==> config.mk <==
export PLATFORM = sky130hd
export DESIGN_NAME = ac3_dts_sync_header_scanner_unit
export DESIGN_NICKNAME = d
export VERILOG_FILES = /design/src/rtl/adss_pkg.sv /design/src/rtl/adss_ac3_check.sv /design/src/rtl/adss_dts_check.sv /design/src/rtl/ac3_dts_sync_header_scanner_unit.sv
export VERILOG_INCLUDE_DIRS = /design/src /design/src/rtl
export SDC_FILE = /design/constraint.sdc
export NUM_CORES = 1
export LEC_CHECK = 0
export ABC_AREA = 1
export BUFFER_PORTS_ARGS = -buffer_cell sky130_fd_sc_hd__buf_4
export CAP_MARGIN = 10
export CORE_MARGIN = 2
export CORE_UTILIZATION = 45
export CTS_CLUSTER_SIZE = 10
export DETAILED_ROUTE_END_ITERATION = 12
export PLACE_DENSITY_LB_ADDON = 0.12
export SYNTH_ARGS = -nofsm -noshare
export SYNTH_HDL_FRONTEND = slang
export SYNTH_SLANG_ARGS = --single-unit
==> constraint.sdc <==
create_clock -name clk_i -period 7.2 [get_ports clk_i]
set_clock_uncertainty 0.1 [all_clocks]
set_input_delay 1.44 -clock clk_i [delete_from_list [all_inputs] [get_ports clk_i]]
set_output_delay 1.44 -clock clk_i [all_outputs]
set_load 0.005 [all_outputs]
==> src/rtl/ac3_dts_sync_header_scanner_unit_macros.svh <==
// assertion macros shared by the scanner rtl
`ifndef AC3_DTS_SYNC_HEADER_SCANNER_UNIT_MACROS_SVH
`define AC3_DTS_SYNC_HEADER_SCANNER_UNIT_MACROS_SVH

// same-cycle implication, clocked on clk_i and held off during reset
`define ADSS_ASSERT_IMPL(lbl, ante, cons) \
  lbl: assert property (@(posedge clk_i) disable iff (!rst_ni) (ante) |-> (cons)) \
    else $error("scanner check failed");

// next-cycle implication, clocked on clk_i and held off during reset
`define ADSS_ASSERT_NEXT(lbl, ante, cons) \
  lbl: assert property (@(posedge clk_i) disable iff (!rst_ni) (ante) |=> (cons)) \
    else $error("scanner check failed");

`endif

==> src/rtl/adss_pkg.sv <==
// types, constants and decode tables for the sync header scanner
package adss_pkg;

  localparam int unsigned WinLen = 10;
  localparam int unsigned FillW  = 4;

  typedef logic [WinLen-1:0][7:0] adss_window_t;

  typedef struct packed {
    logic        hit;
    logic [2:0]  stream_kind;
    logic [14:0] frame_bytes;
    logic [17:0] sample_rate_hz;
    logic [1:0]  word_format;
  } adss_result_t;

  // stream kinds
  localparam logic [2:0] KindNone = 3'd0;
  localparam logic [2:0] KindAc3  = 3'd1;
  localparam logic [2:0] KindDts1 = 3'd2;
  localparam logic [2:0] KindDts2 = 3'd3;
  localparam logic [2:0] KindDts3 = 3'd4;

  // word formats
  localparam logic [1:0] FmtBe16 = 2'd0;
  localparam logic [1:0] FmtLe16 = 2'd1;
  localparam logic [1:0] FmtBe14 = 2'd2;
  localparam logic [1:0] FmtLe14 = 2'd3;

  // ac3 header
  localparam logic [7:0] Ac3Sync0        = 8'h0B;
  localparam logic [7:0] Ac3Sync1        = 8'h77;
  localparam logic [1:0] Ac3FscodBad     = 2'd3;
  localparam logic [1:0] Ac3Fscod48k     = 2'd0;
  localparam logic [1:0] Ac3Fscod44k     = 2'd1;
  localparam logic [5:0] Ac3MaxFrmsizecod = 6'd37;
  localparam logic [4:0] Ac3MaxBsid      = 5'h11;

  // dts sync words as seen in the first four stream bytes
  localparam logic [31:0] DtsSyncBe16 = 32'h7FFE8001;
  localparam logic [31:0] DtsSyncLe16 = 32'hFE7F0180;
  localparam logic [31:0] DtsSyncBe14 = 32'h1FFFE800;
  localparam logic [31:0] DtsSyncLe14 = 32'hFF1F00E8;
  localparam logic [5:0]  DtsSyncExt14 = 6'b000001;
  localparam logic [4:0]  DtsShortFull = 5'd31;
  localparam logic [14:0] DtsMinFrame  = 15'd96;
  localparam logic [14:0] DtsMaxFrame  = 15'd16384;
  localparam logic [6:0]  DtsNblks16   = 7'd15;
  localparam logic [6:0]  DtsNblks32   = 7'd31;
  localparam logic [6:0]  DtsNblks64   = 7'd63;

  // ac3 bit rate in kbps per frmsizecod pair
  function automatic logic [9:0] ac3_kbps(input logic [4:0] idx);
    logic [9:0] k;
    unique case (idx)
      5'd0:  k = 10'd32;
      5'd1:  k = 10'd40;
      5'd2:  k = 10'd48;
      5'd3:  k = 10'd56;
      5'd4:  k = 10'd64;
      5'd5:  k = 10'd80;
      5'd6:  k = 10'd96;
      5'd7:  k = 10'd112;
      5'd8:  k = 10'd128;
      5'd9:  k = 10'd160;
      5'd10: k = 10'd192;
      5'd11: k = 10'd224;
      5'd12: k = 10'd256;
      5'd13: k = 10'd320;
      5'd14: k = 10'd384;
      5'd15: k = 10'd448;
      5'd16: k = 10'd512;
      5'd17: k = 10'd576;
      5'd18: k = 10'd640;
      default: k = 10'd0;
    endcase
    return k;
  endfunction

  // 44.1 khz word count, floor(320 * kbps / 147)
  function automatic logic [10:0] ac3_words_44k(input logic [4:0] idx);
    logic [10:0] w;
    unique case (idx)
      5'd0:  w = 11'd69;
      5'd1:  w = 11'd87;
      5'd2:  w = 11'd104;
      5'd3:  w = 11'd121;
      5'd4:  w = 11'd139;
      5'd5:  w = 11'd174;
      5'd6:  w = 11'd208;
      5'd7:  w = 11'd243;
      5'd8:  w = 11'd278;
      5'd9:  w = 11'd348;
      5'd10: w = 11'd417;
      5'd11: w = 11'd487;
      5'd12: w = 11'd557;
      5'd13: w = 11'd696;
      5'd14: w = 11'd835;
      5'd15: w = 11'd975;
      5'd16: w = 11'd1114;
      5'd17: w = 11'd1253;
      5'd18: w = 11'd1393;
      default: w = 11'd0;
    endcase
    return w;
  endfunction

  function automatic logic [17:0] ac3_rate(input logic [1:0] fscod);
    logic [17:0] r;
    unique case (fscod)
      2'd0:    r = 18'd48000;
      2'd1:    r = 18'd44100;
      2'd2:    r = 18'd32000;
      default: r = 18'd0;
    endcase
    return r;
  endfunction

  function automatic logic [17:0] dts_rate(input logic [3:0] sfreq);
    logic [17:0] r;
    unique case (sfreq)
      4'd0:  r = 18'd0;
      4'd1:  r = 18'd8000;
      4'd2:  r = 18'd16000;
      4'd3:  r = 18'd32000;
      4'd4:  r = 18'd64000;
      4'd5:  r = 18'd128000;
      4'd6:  r = 18'd11025;
      4'd7:  r = 18'd22050;
      4'd8:  r = 18'd44100;
      4'd9:  r = 18'd88200;
      4'd10: r = 18'd176400;
      4'd11: r = 18'd12000;
      4'd12: r = 18'd24000;
      4'd13: r = 18'd48000;
      4'd14: r = 18'd96000;
      default: r = 18'd192000;
    endcase
    return r;
  endfunction

endpackage

==> src/rtl/adss_ac3_check.sv <==
// ac3 sync frame header test on the byte window
module adss_ac3_check import adss_pkg::*; (
  input  adss_window_t window_i,
  output adss_result_t res_o
);

  logic [1:0]  fscod;
  logic [5:0]  code;
  logic [4:0]  bsid;
  logic [9:0]  kbps;
  logic [10:0] words_44k;
  logic [14:0] bytes;
  logic        ok;

  assign fscod     = window_i[4][7:6];
  assign code      = window_i[4][5:0];
  assign bsid      = window_i[5][7:3];
  assign kbps      = ac3_kbps(code[5:1]);
  assign words_44k = ac3_words_44k(code[5:1]);

  assign ok = (window_i[0] == Ac3Sync0) && (window_i[1] == Ac3Sync1) &&
              (fscod != Ac3FscodBad) && (code <= Ac3MaxFrmsizecod) &&
              (bsid <= Ac3MaxBsid);

  // bytes are twice the word count
  always_comb begin
    if (fscod == Ac3Fscod48k) begin
      bytes = {3'b000, kbps, 2'b00};
    end else if (fscod == Ac3Fscod44k) begin
      bytes = {3'b000, words_44k + {10'd0, code[0]}, 1'b0};
    end else begin
      bytes = {3'b000, kbps, 2'b00} + {4'b0000, kbps, 1'b0};
    end
  end

  always_comb begin
    res_o = '0;
    if (ok) begin
      res_o.hit            = 1'b1;
      res_o.stream_kind    = KindAc3;
      res_o.frame_bytes    = bytes;
      res_o.sample_rate_hz = ac3_rate(fscod);
      res_o.word_format    = FmtBe16;
    end
  end

endmodule

==> src/rtl/adss_dts_check.sv <==
// dts sync frame header test on the byte window, all four packings
module adss_dts_check import adss_pkg::*; (
  input  adss_window_t window_i,
  output adss_result_t res_o
);

  logic [31:0] sync;
  logic        le;
  logic        narrow;
  logic        sync_ok;
  logic [1:0]  fmt;
  logic [15:0] w2, w3, w4;
  logic [37:0] hdr;
  logic        ftype;
  logic [4:0]  shortc;
  logic [6:0]  nblks;
  logic [14:0] fsz;
  logic [3:0]  sfreq;
  logic [2:0]  kind;
  logic        ok;

  assign sync = {window_i[0], window_i[1], window_i[2], window_i[3]};

  always_comb begin
    sync_ok = 1'b1;
    le      = 1'b0;
    narrow  = 1'b0;
    fmt     = FmtBe16;
    if (sync == DtsSyncBe16) begin
      fmt = FmtBe16;
    end else if (sync == DtsSyncLe16) begin
      le  = 1'b1;
      fmt = FmtLe16;
    end else if (sync == DtsSyncBe14) begin
      narrow = 1'b1;
      fmt    = FmtBe14;
    end else if (sync == DtsSyncLe14) begin
      le     = 1'b1;
      narrow = 1'b1;
      fmt    = FmtLe14;
    end else begin
      sync_ok = 1'b0;
    end
  end

  // header words 2 to 4 in stream byte order
  assign w2 = le ? {window_i[5], window_i[4]} : {window_i[4], window_i[5]};
  assign w3 = le ? {window_i[7], window_i[6]} : {window_i[6], window_i[7]};
  assign w4 = le ? {window_i[9], window_i[8]} : {window_i[8], window_i[9]};

  // header bits top aligned, the 14-bit form drops the two pad bits of each word
  assign hdr = narrow ? {w2[9:0], w3[13:0], w4[13:0]} : {w2, w3, w4[15:10]};

  assign ftype  = hdr[37];
  assign shortc = hdr[36:32];
  assign nblks  = hdr[30:24];
  assign fsz    = {1'b0, hdr[23:10]} + 15'd1;
  assign sfreq  = hdr[3:0];

  always_comb begin
    case (nblks)
      DtsNblks16: kind = KindDts1;
      DtsNblks32: kind = KindDts2;
      DtsNblks64: kind = KindDts3;
      default:    kind = KindNone;
    endcase
  end

  assign ok = sync_ok && (!narrow || (w2[15:10] == DtsSyncExt14)) &&
              (sfreq != 4'd0) && !(ftype && (shortc != DtsShortFull)) &&
              (fsz >= DtsMinFrame) && (fsz <= DtsMaxFrame) && (kind != KindNone);

  always_comb begin
    res_o = '0;
    if (ok) begin
      res_o.hit            = 1'b1;
      res_o.stream_kind    = kind;
      res_o.frame_bytes    = fsz;
      res_o.sample_rate_hz = dts_rate(sfreq);
      res_o.word_format    = fmt;
    end
  end

endmodule

==> src/rtl/ac3_dts_sync_header_scanner_unit.sv <==
// top level of the ac3 / dts sync header scanner
//
// bytes of a compressed audio stream enter on the input channel, one item per
// byte; every accepted byte yields exactly one result item on the output channel
// saying whether the oldest of the last ten bytes starts an ac3 or dts frame
// header, with kind, frame length, sample rate and word format (all zero on a miss)
// path: an accepted byte is registered in the window register, which feeds the
// header tests, and its result is registered in the result register after them
// throughput: one item per cycle while the receiver does not stall, set by the path
// from the window register through the ac3 and dts tests to the result register
// stall: when the receiver stalls, the result register holds; one item may still
// sit in the window stage, and only after that does the input stall
// reset: clears the window and the fill count; the first nine results after reset
// are misses since the window is not yet full
// ac3 is tested first, dts only when the ac3 test fails
`include "ac3_dts_sync_header_scanner_unit_macros.svh"

module ac3_dts_sync_header_scanner_unit import adss_pkg::*; (
  input  logic        clk_i,
  input  logic        rst_ni,
  input  logic        in_valid_i,
  output logic        in_stall_o,
  input  logic [7:0]  byte_in_i,
  output logic        out_valid_o,
  input  logic        out_stall_i,
  output logic        hit_o,
  output logic [2:0]  stream_kind_o,
  output logic [14:0] frame_bytes_o,
  output logic [17:0] sample_rate_hz_o,
  output logic [1:0]  word_format_o
);

  adss_window_t window_q, window_d;
  logic [FillW-1:0] fill_q, fill_d;
  logic         s1_valid_q, s1_valid_d;
  logic         out_valid_q, out_valid_d;
  adss_result_t res_q, res_d;
  adss_result_t ac3_res, dts_res;
  logic         in_accept;
  logic         out_load;

  // the window stage moves on when the result register is free or draining
  assign out_load   = s1_valid_q && (!out_valid_q || !out_stall_i);
  assign in_stall_o = s1_valid_q && !out_load;
  assign in_accept  = in_valid_i && !in_stall_o;

  // shift the new byte in at the young end, entry 0 is the oldest
  assign window_d = in_accept ? {byte_in_i, window_q[WinLen-1:1]} : window_q;
  assign fill_d   = (in_accept && (fill_q < FillW'(WinLen))) ? fill_q + FillW'(1) : fill_q;

  always_comb begin
    s1_valid_d = s1_valid_q;
    if (in_accept) begin
      s1_valid_d = 1'b1;
    end else if (out_load) begin
      s1_valid_d = 1'b0;
    end
  end

  always_comb begin
    out_valid_d = out_valid_q;
    if (out_load) begin
      out_valid_d = 1'b1;
    end else if (!out_stall_i) begin
      out_valid_d = 1'b0;
    end
  end

  adss_ac3_check u_ac3 (
    .window_i (window_q),
    .res_o    (ac3_res)
  );

  adss_dts_check u_dts (
    .window_i (window_q),
    .res_o    (dts_res)
  );

  // no test until ten bytes are in, ac3 takes priority over dts
  always_comb begin
    res_d = '0;
    if (fill_q == FillW'(WinLen)) begin
      if (ac3_res.hit) begin
        res_d = ac3_res;
      end else if (dts_res.hit) begin
        res_d = dts_res;
      end
    end
  end

  always_ff @(posedge clk_i or negedge rst_ni) begin
    if (!rst_ni) begin
      window_q    <= '0;
      fill_q      <= '0;
      s1_valid_q  <= 1'b0;
      out_valid_q <= 1'b0;
    end else begin
      window_q    <= window_d;
      fill_q      <= fill_d;
      s1_valid_q  <= s1_valid_d;
      out_valid_q <= out_valid_d;
    end
  end

  // result payload, loaded only when the window stage hands over
  always_ff @(posedge clk_i) begin
    if (out_load) begin
      res_q <= res_d;
    end
  end

  assign out_valid_o      = out_valid_q;
  assign hit_o            = res_q.hit;
  assign stream_kind_o    = res_q.stream_kind;
  assign frame_bytes_o    = res_q.frame_bytes;
  assign sample_rate_hz_o = res_q.sample_rate_hz;
  assign word_format_o    = res_q.word_format;

  `ADSS_ASSERT_IMPL(a_miss_all_zero, out_valid_q && !res_q.hit,
    (res_q.stream_kind == KindNone) && (res_q.frame_bytes == 15'd0) &&
    (res_q.sample_rate_hz == 18'd0) && (res_q.word_format == FmtBe16))
  `ADSS_ASSERT_IMPL(a_hit_has_kind, out_valid_q && res_q.hit,
    (res_q.stream_kind != KindNone) && (res_q.sample_rate_hz != 18'd0))
  `ADSS_ASSERT_NEXT(a_not_full_no_hit, out_load && (fill_q != FillW'(WinLen)),
    out_valid_q && !res_q.hit)
  `ADSS_ASSERT_IMPL(a_fill_bound, 1'b1, fill_q <= FillW'(WinLen))
  `ADSS_ASSERT_NEXT(a_accept_fills_stage, in_accept, s1_valid_q && (fill_q != '0))

endmodule
# Word-level counts from Yosys, hierarchy flattened
# Memory sizes are Yosys's and may differ from the RTL's.
# Index checks and enable logic that the tools add are counted.
word_totals:
  mem_bits_ro: 864
  wordCells: 102
  memories: 3
  register_bits: 125
  inputBits: 12
  out_inout_bits: 41
memory_table:
  columns: ["memory", "words", "width", "read_ports", "rd_ports_with_merged_regs", "wr", "line_no", "text"]
  rows:
  - ["(no name shown)", 32, 11, 1, 0, 0, "adss_pkg.sv:83", "unique case (idx)"]
  - ["(no name shown)", 16, 18, 1, 0, 0, "adss_pkg.sv:121", "unique case (sfreq)"]
  - ["(no name shown)", 32, 7, 1, 0, 0, "adss_pkg.sv:55", "unique case (idx)"]
classes:
  addsub: 4
  reduce_logical: 27
  n_lt_le_gt_ge: 5
  eq_ne: 16
  n_mux: 29
ops:
  columns: ["op", "n"]
  rows:
  - ["two-way mux 39 bit", 4]
  - ["== test 32 bit (second input constant)", 2]
  - ["two-way mux 16 bit", 3]
  - ["case mux 16 bit (3 select lines)", 1]
  - ["two-way mux 38 bit", 1]
  - ["== test 32 x 29 -> 1 bit (second input constant)", 1]
  - ["== test 32 x 31 -> 1 bit (second input constant)", 1]
  - ["two-way mux 15 bit", 2]
  - ["adder 14 x 1 -> 15 bit (second input constant)", 1]
  - ["greater-or-equal comparator 15 x 7 -> 1 bit (second input constant)", 1]
  - ["less-or-equal comparator 15 bit (second input constant)", 1]
  - ["logical AND 1 bit", 15]
  - ["adder 12 x 11 -> 13 bit", 1]
  - ["two-way mux 1 bit", 13]
  - ["adder 11 x 1 -> 11 bit", 1]
  - ["case mux 3 bit (3 select lines)", 1]
  - ["== test 8 x 4 -> 1 bit (second input constant)", 1]
  - ["== test 8 x 7 -> 1 bit (second input constant)", 1]
  - ["two-way mux 2 bit", 4]
  - ["== test 7 x 4 -> 1 bit (second input constant)", 1]
  - ["== test 7 x 5 -> 1 bit (second input constant)", 1]
  - ["== test 7 x 6 -> 1 bit (second input constant)", 1]
  - ["== test 6 x 1 -> 1 bit (second input constant)", 1]
  - ["less-or-equal comparator 6 bit (second input constant)", 1]
  - ["15 further kinds", 21]

# Depth between registers and ports, before layout
# Gate-level depths: netlist (run 1).
depth:
  depth_word: 17
  mapped_depth: 27

# Cells and area by module
# From an unflattened synthesis (run 1), not the netlist that was laid out.
unflattened:
  hier_cells: 1436
  area_unflattened_um2: 9590.4
modules_own_cells:
  columns: ["mod", "instances", "cells_each", "area_each_um2"]
  rows:
  - ["ac3_dts_sync_header_scanner_unit", 1, 545, 5151.2]
  - ["adss_dts_check", 1, 612, 2875.3]
  - ["adss_ac3_check", 1, 279, 1564.0]

# Worst setup path after synthesis (run 1)
# Ideal clock, no wire load.
synth_timing:
  path_kind: "input to register"
  startpoint: "input out_stall_i"
  endpoint: "register res_q (netlist bit frame_bytes_o[0]) (enable)"
  setup_ns: 0.448
  n_path_buf: 0
  t_arrival_ns: 3.379
  required_ns: 6.652
  path_stages: 1
  path_slack_ns: 3.273
  cell_sequence: "a21oi_1"
synth_via:
  elab_chain_len: 3
synth_rtl:
  columns: ["element", "line_no", "text"]
  rows:
  - ["start: declaration", "ac3_dts_sync_header_scanner_unit.sv:25", "input logic out_stall_i,"]
  - ["zero test 1 bit", null, null]
  - ["logical OR 1 bit", "ac3_dts_sync_header_scanner_unit.sv:43", "assign out_load = s1_valid_q && (!out_valid_q || !out_stall_i);"]
  - ["logical AND 1 bit", "ac3_dts_sync_header_scanner_unit.sv:43", null]
  - ["end signal: assignment", "ac3_dts_sync_header_scanner_unit.sv:108", "res_q <= res_d;"]
  - ["end: declaration", "ac3_dts_sync_header_scanner_unit.sv:37", "adss_result_t res_q, res_d;"]
# No other way between the ends.
# A chain may end at the register's enable or synchronous reset.

# Final worst setup path (run 1)
layout_timing:
  startpoint: "register window_q[21] (netlist name)"
  endpoint: "register res_q (netlist bit frame_bytes_o[5]), data pin"
layout_via:
  elab_chain_len: 17
  word_cells_on_any_way: 41
  classes_between: "add/sub: 1; order compare: 2; eq/ne: 9; mux: 17; reduce/logical: 12"
layout_rtl:
  columns: ["element", "line_no", "text"]
  rows:
  - ["start: declaration", "ac3_dts_sync_header_scanner_unit.sv:33", "adss_window_t window_q, window_d;"]
  - ["start signal: assignment", "ac3_dts_sync_header_scanner_unit.sv:98", "window_q <= window_d;"]
  - ["parallel branches: the longest is 14 deep, another holds adder 14 x 1 -> 15 bit", null, null]
  - ["two-way mux 39 bit (*)", "adss_dts_check.sv:75", "if (ok) begin"]
  - ["two-way mux 39 bit (*)", "ac3_dts_sync_header_scanner_unit.sv:85", "end else if (dts_res.hit) begin"]
  - ["two-way mux 39 bit (*)", "ac3_dts_sync_header_scanner_unit.sv:83", "if (ac3_res.hit) begin"]
# Mark *: on every way between the ends.

==> results.py, run 1 <==
metrics = {
    "synthesis": {
        "yosysUniqueCellTypes": 54,
        "synth_edf_count": 39,
        "yosysSeqAreaShare_pct": 40.95,
        "synth_nets": 1157,
        "async_flop_share_pct": 68.80,
        "synthCells": 1117,
        "synth_ff_type": "dfrtp_1",
        "yosysTopAreaCell": "dfrtp_1",
        "netlist_area_um2": 8115,
        "yosys-top-cells-area": "dfrtp_1, nand2_1, edfxtp_1",
        "synth_top_area_share_pct": 26.52,
        "ys_seq_elements": 125,
        "syn_area_per_cell_um2": 7.265,
        "synth_warnings": 0,
    },
    "placement": {
        "pre_cts_slack_ps": 2972,
        "placed_area_um2": 8657,
        "place.gp.congestion": 0.9548,
        "port_buffers": 52,
        "dp.cells": 1370,
        "hpwl_um": 16050,
    },
    "clock_tree": {
        "cts_resized": 0,
        "clk_pin_slew_ps": 60,
        "postCtsSetupBuffers": 0,
        "htree_num_levels": 4,
        "clock-sinks": 125,
        "clk_latency_ps": 430,
        "holdBufCountCts": 0,
        "cts_tree": "done",
        "cts_buffers": 17,
        "cts_root_buffer": "clkbuf_16",
        "clk_path_buf_depth": 2,
    },
    "min_path": {
        "min_to": "window_q[70]$_DFFE_PN0P_",
        "whs_path_depth": 2,
        "hold_path.class": "reg -> reg",
        "hold_start": "window_q[78]$_DFFE_PN0P_",
    },
    "timing": {
        "hold_slack_ps": 376.1,
        "min_period_over_period_pct": 59.17,
        "rsz0062_at_grt": "no",
        "fin_ws_ps": 2940,
        "fmaxAchievable_ghz": 0.2347,
        "relSlewSlack_pct": 35.50,
        "fin_tns_setup_ps": 0,
        "hold_violations": 0,
        "period_needed_ps": 4260,
        "setup_viol": 0,
        "worst_pin_slew_ps": 961.6,
        "report.final.slew_viol_count": 0,
    },
    "die": {
        "initial_core_util_pct": 45.49,
        "row_count": 49,
        "boundaryPins": 53,
        "die_y_um": 138.3,
        "core-area_um2": 17840,
        "dieArea_um2": 19120,
        "die_w_um": 138.3,
    },
    "power_and_ir_drop": {
        "vdd_drop_max_mv": 0.1855,
        "p_leak_nw": 4.316,
        "powerDensity_nw_per_um2": 310.3,
        "p_total_mw": 2.879,
    },
    "global_routing": {
        "grt_antenna_before_repair": 0,
        "grt_usage_pct": 23.02,
        "grt_start_max_net_pins": 112,
        "grt_overflow": 0,
        "grt_pass1_vias": 6928,
        "grt_pass1_wl_um": 35560,
    },
    "detailed_routing": {
        "dr.first_iter.drc_count": 456,
        "wl_per_cell_um": 15.11,
        "drc": 0,
        "vias_per_cell": 5.167,
        "wl_met3_um": 1130,
        "met2_length_um": 9492,
        "wl_met1_um": 10040,
        "top_layer": "met4",
        "wl_um": 21190,
        "num_vias": 7244,
        "ant_nets": 0,
        "first_pass_iters": 5,
    },
    "worst_setup_path": {
        "crit_required_ps": 7350,
        "crit_chain": "nor2_1 > nand2_1 > inv_2 > nand2_1 > nor2_1 > nand2_2 > nand2_4 > o21ai_0 > nand2_1 > nand2_1 > inv_1 > ha_1 > nand3_2 > nor2_1 > nand3_1 > nand2_1 > nand2_1 > nor2_2 > nand3_1 > nand2_1 > inv_2 > nor2_4 > nand2_4 > o21ai_0",
        "worstSetupPathType": "reg -> reg",
        "rrSetupSlack_ps": 2940,
        "timing.rr.end": "frame_bytes_o[5]$_SDFFCE_PN0P_",
        "reg2reg_depth": 24,
        "startpoint_type": "register",
        "critPathArrivalTime_ps": 4410,
        "critPathMostFrequentCell": "nand2_1",
        "crit_slowest_cell": "dfrtp_1",
        "r2r-start": "window_q[21]$_DFFE_PN0P_",
        "max_stage_delay_ps": 430,
        "cp_max_fo": 37,
        "end_kind": "register",
    },
    "layout": {
        "drive_gt1_share_pct": 12.79,
        "antenna_cells": 0,
        "area_delta_synth_final_pct": 14.32,
        "final_core_util_pct": 52.00,
        "mostFrequentLayoutCells": "nand2_1, inv_1, nor2_1",
        "design_area_um2": 9278,
        "layout.nets": 1200,
        "fin_cells": 1402,
        "mostFrequentLayoutCell": "nand2_1",
    },
    "run": {
        "maxCapViolCount": 0,
    },
    "run_status": {
        "status": "finished, final reports clean",
    },
}
[synthesized netlist by cell type (2+ instances only)]
| cell type | n |
|---|---|
| nand2_1 | 339 |
| inv_1 | 130 |
| nor2_1 | 128 |
| o21ai_0 | 116 |
| dfrtp_1 | 86 |
| nand3_1 | 58 |
| edfxtp_1 | 39 |
| ha_1 | 27 |
| a21oi_1 | 21 |
| clkbuf_1 | 17 |
| nand4_1 | 17 |
| nand2_2 | 11 |
| nor3_1 | 10 |
| o21ai_2 | 10 |
| inv_2 | 9 |
| o211ai_1 | 8 |
| nor2_2 | 7 |
| buf_6 | 6 |
| nand3_2 | 5 |
| nor2_4 | 5 |
| nor4_1 | 5 |
| xor2_1 | 5 |
| buf_1 | 4 |
| nand2_4 | 4 |
| nor3_2 | 4 |
| o21ai_1 | 4 |
| a31oi_1 | 3 |
| buf_2 | 3 |
| nand3b_1 | 3 |
| a21oi_2 | 2 |
| a221oi_1 | 2 |
| a311oi_1 | 2 |
| a41o_1 | 2 |
| clkinv_1 | 2 |
| o221ai_1 | 2 |
| o22ai_1 | 2 |
| o31ai_1 | 2 |
[routing by layer]
layer / up-vias / global-route usage [%]
met5: - / 0
met4: 0 / 8.163
met3: 43 / 4.641
met2: 211 / 36.11
met1: 3282 / 31.88
li1: 3708 / -
[how the worst max path moves through the flow]
| stage | from | to | slack [ps] | cells past startpoint |
|---|---|---|---|---|
| floorplan | out_stall_i | frame_bytes_o[0]$_SDFFCE_PP0P_ | 3270 | 1 |
| global placement | window_q[28]$_DFFE_PN0P_ | frame_bytes_o[2]$_SDFFCE_PN0P_ | 3150 | 24 |
| detailed placement | window_q[28]$_DFFE_PN0P_ | frame_bytes_o[5]$_SDFFCE_PN0P_ | 2970 | 24 |
| CTS | window_q[21]$_DFFE_PN0P_ | frame_bytes_o[5]$_SDFFCE_PN0P_ | 2960 | 24 |
| global route | window_q[21]$_DFFE_PN0P_ | frame_bytes_o[5]$_SDFFCE_PN0P_ | 2390 | 24 |
| finish | window_q[21]$_DFFE_PN0P_ | frame_bytes_o[5]$_SDFFCE_PN0P_ | 2940 | 24 |
[state kept, by name, indices dropped and copies added (netlist names)]
name and count:
frame_bytes_o 15, out_valid_o 1, s1_valid_q 1, window_q 80
word_format_o 2, stream_kind_o 3, sample_rate_hz_o 18, hit_o 1
fill_q 4
[kinds of logic after synthesis]
group | after synthesis | share of synthesized area (%)
buffers and inverters | 172 | 8.695
AO/OA/AOI/OAI | 183 | 12.95
flip-flops | 125 | 40.95
multiplexers | 1 | 0.1233
XOR/XNOR | 6 | 0.6475
adder cells (fa/ha/maj) | 28 | 4.409
AND/OR/NAND/NOR | 602 | 32.22
[report_power, final]
| part | internal (mW) | total (mW) | switching, mW |
|---|---|---|---|
| Combinational | 0.313 | 0.953 | 0.640 |
| Clock | 0.561 | 0.904 | 0.343 |
| Sequential | 0.880 | 1.02 | 0.142 |
| Total | 1.75 | 2.88 | 1.12 |
[cell type report]
| cell class | instances | area (um2) |
|---|---|---|
| well taps | 229 | 286.5 |
| inverters | 141 | 529.3 |
| flip-flops and latches | 125 | 3323 |
| repair buffers | 55 | 412.9 |
| clock inverters | 11 | 128.9 |
| multi-input cells | 820 | 4105 |
| clock buffers | 21 | 491.7 |
| fillers | 1770 | 8563 |
[worst max-delay path, delay by kind of cell, from the launching register on]
kind,cells,cell delay [ps]
adders and majority gates,1,250
DFF,1,430
buffers and inverters,3,310
and+or+nand+nor,18,2560
AOI/OAI and AO/OA,2,430
(Power assumes the default switching activity.)
==> inputs of run 2 (changes only) <==
--- a/config.mk
+++ b/config.mk
@@ -6,7 +6,7 @@
 export SDC_FILE = /design/constraint.sdc
 export NUM_CORES = 1
 export LEC_CHECK = 0
-export ABC_AREA = 1
+export ABC_AREA = 0
 export BUFFER_PORTS_ARGS = -buffer_cell sky130_fd_sc_hd__buf_4
 export CAP_MARGIN = 10
 export CORE_MARGIN = 2
==> constraint.sdc (replaced) <==
create_clock -name clk_i -period 3.6 [get_ports clk_i]
set_clock_uncertainty 0.1 [all_clocks]
set_input_delay 0.72 -clock clk_i [delete_from_list [all_inputs] [get_ports clk_i]]
set_output_delay 0.72 -clock clk_i [all_outputs]
set_load 0.005 [all_outputs]
==> results.py, run 2 <==
metrics = {
    "run_status": {
        "status": "finished with violations",
        "violations": "negative setup slack",
    },
    "placement": {
        "hpwl_um": 15660,
        "placed_area_um2": 9379,
        "port_buffers": 52,
        "pre_cts_slack_ps": -503.9,
        "place.gp.congestion": 0.8670,
    },
    "die": {
        "die_y_um": 134.8,
        "row_count": 47,
        "core-area_um2": 16640,
        "die_w_um": 134.8,
        "dieArea_um2": 18180,
        "initial_core_util_pct": 46.28,
        "boundaryPins": 53,
    },
    "synthesis": {
        "yosysSeqAreaShare_pct": 43.14,
        "synth_warnings": 0,
        "synth_most_common_cell": "nand2_1",
        "netlist_area_um2": 7702,
        "yosysTopAreaCell": "dfrtp_1",
        "synthCells": 900,
        "yosys-top-cells-area": "dfrtp_1, edfxtp_1, nand2_1",
        "synth_nets": 940,
        "synth_top_area_share_pct": 27.94,
        "synth_edf_count": 39,
        "async_flop_share_pct": 68.80,
        "syn_area_per_cell_um2": 8.558,
        "synth_ff_type": "dfrtp_1",
        "ys_seq_elements": 125,
        "yosysUniqueCellTypes": 71,
        "synth_common_cells": "nand2_1, dfrtp_1, nor2_1",
    },
    "global_routing": {
        "gr-usage-met2_pct": 39.28,
        "busiest_layer": "met2",
        "grt_start_max_net_pins": 56,
        "grt_usage_pct": 24.82,
        "use_met3_pct": 4.617,
        "grt_overflow": 0,
        "grt_antenna_before_repair": 0,
        "grt_pass1_vias": 6739,
        "use_met1_pct": 35.04,
        "grt_pass1_wl_um": 35310,
    },
    "layout": {
        "design_area_um2": 10380,
        "antenna_cells": 0,
        "fillers": 1424,
        "mostFrequentLayoutCells": "nand2_1, buf_4, dfrtp_1",
        "mostFrequentLayoutCell": "nand2_1",
        "layout.nets": 1135,
        "largest_register_ffs": 80,
        "area_delta_synth_final_pct": 34.80,
        "drive_gt1_share_pct": 28.61,
        "top_register": "window_q",
    },
    "power_and_ir_drop": {
        "intPower_mw": 3.639,
        "seq_power_share_pct": 35.7,
        "pwr-share-comb_pct": 35.6,
        "p_switching_mw": 2.068,
        "p_leak_nw": 4.908,
        "swShare_pct": 36.24,
        "pwr-share-clk_pct": 28.8,
        "powerDensity_nw_per_um2": 549.6,
        "vdd_drop_max_mv": 0.3981,
    },
    "clock_tree": {
        "cts_buffers": 17,
        "cts_tree": "done",
        "clk_latency_ps": 430,
        "cts_root_buffer": "clkbuf_16",
        "htree_num_levels": 4,
        "clk_pin_slew_ps": 60,
        "clock-sinks": 125,
        "clk_path_buf_depth": 2,
    },
    "timing": {
        "fmaxAchievable_ghz": 0.2563,
        "fin_ws_ps": -301.1,
        "rsz0062_at_grt": "yes",
        "setup_viol": 31,
        "period_needed_ps": 3901,
        "relSlewSlack_pct": 37.93,
        "hold_violations": 0,
        "min_period_over_period_pct": 108.4,
        "report.final.slew_viol_count": 0,
        "worst_pin_slew_ps": 928.7,
    },
    "worst_setup_path": {
        "critPathArrivalTime_ps": 3970,
        "worstSetupPathType": "reg -> reg",
        "crit_required_ps": 3660,
        "cp_max_fo": 23,
        "end_kind": "register",
        "startpoint_type": "register",
    },
    "detailed_routing": {
        "dr.first_iter.drc_count": 576,
        "vias_per_cell": 5.402,
        "ant_nets": 0,
        "first_pass_iters": 5,
        "num_vias": 7174,
        "wl_per_cell_um": 16.39,
        "wl_um": 21770,
        "drc": 0,
    },
    "run": {
        "maxCapViolCount": 0,
    },
    "min_path": {
        "hold_path.class": "in -> async",
    },
}
[run 2: cell types whose count changed after synthesis, moves of 11 or more]
cell	change
nand3_1	-37
nand2_1	-68
a21oi_1	+13
mux2i_1	+36
nand2_2	-11
inv_1	-105
nor2_1	-64
o21ai_0	-66
[run 2: cell type report]
class                           count  area, um2  share of cell area, %
Clock buffer                       19      442.9                  4.266
Multi-Input combinational cell    709       4434                  42.71
Timing Repair Buffer              215       1688                  16.26
Clock inverter                     13      117.6                  1.133
Sequential cell                   125       3323                  32.01
Inverter                           27      101.3                 0.9761
Tap cell                          220      275.3                  2.651
[run 2: worst paths after layout]
check                      slack (ps)                            endpoint  cells past startpoint                startpoint
max reg2reg                      -300  sample_rate_hz_o[14]$_SDFFCE_PN0P_                     13  window_q[20]$_DFFE_PN0P_
max in group asynchronous        2450            window_q[49]$_DFFE_PN0P_                      2                    rst_ni
max                              -300  sample_rate_hz_o[14]$_SDFFCE_PN0P_                     13  window_q[20]$_DFFE_PN0P_
min                               250               fill_q[1]$_DFFE_PN0P_                      1                    rst_ni
min in group clk_i                370            window_q[70]$_DFFE_PN0P_                      2  window_q[78]$_DFFE_PN0P_
min reg2reg                       370            window_q[70]$_DFFE_PN0P_                      2  window_q[78]$_DFFE_PN0P_
[run 2: power by group through the flow]
stage | Clock [mW] | Sequential (mW) | Combinational [mW]
6_report | 1.64 | 2.04 | 2.03
5_1_grt | 1.73 | 2.07 | 2.26
4_1_cts | 1.67 | 2.02 | 1.96
3_5_place_dp | 0 | 2.04 | 1.89
3_3_place_gp | 0 | 2.04 | 1.87
2_1_floorplan | 0 | 1.95 | 1.13
[run 2: cell families (layout without fill, tap and decap cells)]
kind of cell               Yosys count  count (layout)  synth area share [%]
and+or+nand+nor                    450             450                 26.15
buffers and inverters               66             274                 3.574
muxes                               47              47                 6.270
adders and majority gates           28              28                 4.646
xor gates and xnor gates            19              19                 2.160
AOI/OAI and AO/OA                  165             165                 14.05
DFF                                125             125                 43.14
[run 2: routing by layer]
metal / vias up / share of wire [%]
met2: 190 / 47
met1: 3416 / 47
met3: 30 / 4.4
li1: 3538 / -
met5: - / 0
met4: 0 / 1.8
[run 2: worst max-delay path, stage by stage, from the launching register on]
cell and delay [ps]:
dfrtp_1 380, or3b_4 420, or3_4 360, buf_6 130
or3_4 360, and2_4 150, or3_4 360, a22o_1 230
or3_4 400, a21oi_4 170, nand4_4 110, o21bai_4 180
buf_12 180, o22ai_1 100
[run 2: stage by stage]
| step | setup TNS, ps | utilization (%) | hold WS [ps] | cells | power, mW |
|---|---|---|---|---|---|
| 6_report | -8156 | 62.39 | 246.2 | 1328 | 5.706 |
| 5_1_grt | -12330 | 62.39 | 302.1 | 1328 | 6.065 |
| 2_1_floorplan | -10680 | - | 324.4 | 900 | 3.084 |
| 4_1_cts | -6392 | 60.95 | 262.1 | 1320 | 5.648 |
| 3_5_place_dp | -13340 | 56.36 | 354.5 | 1278 | 3.928 |
| 3_3_place_gp | -9798 | 56.36 | 350.4 | 1278 | 3.911 |
[run 2: timing repair]
item                       CTS  global route
resized for setup           29            46
setup endpoints to repair   37            39
setup buffers               10            10
hold buffers                 0             0
pin swaps                   10             8
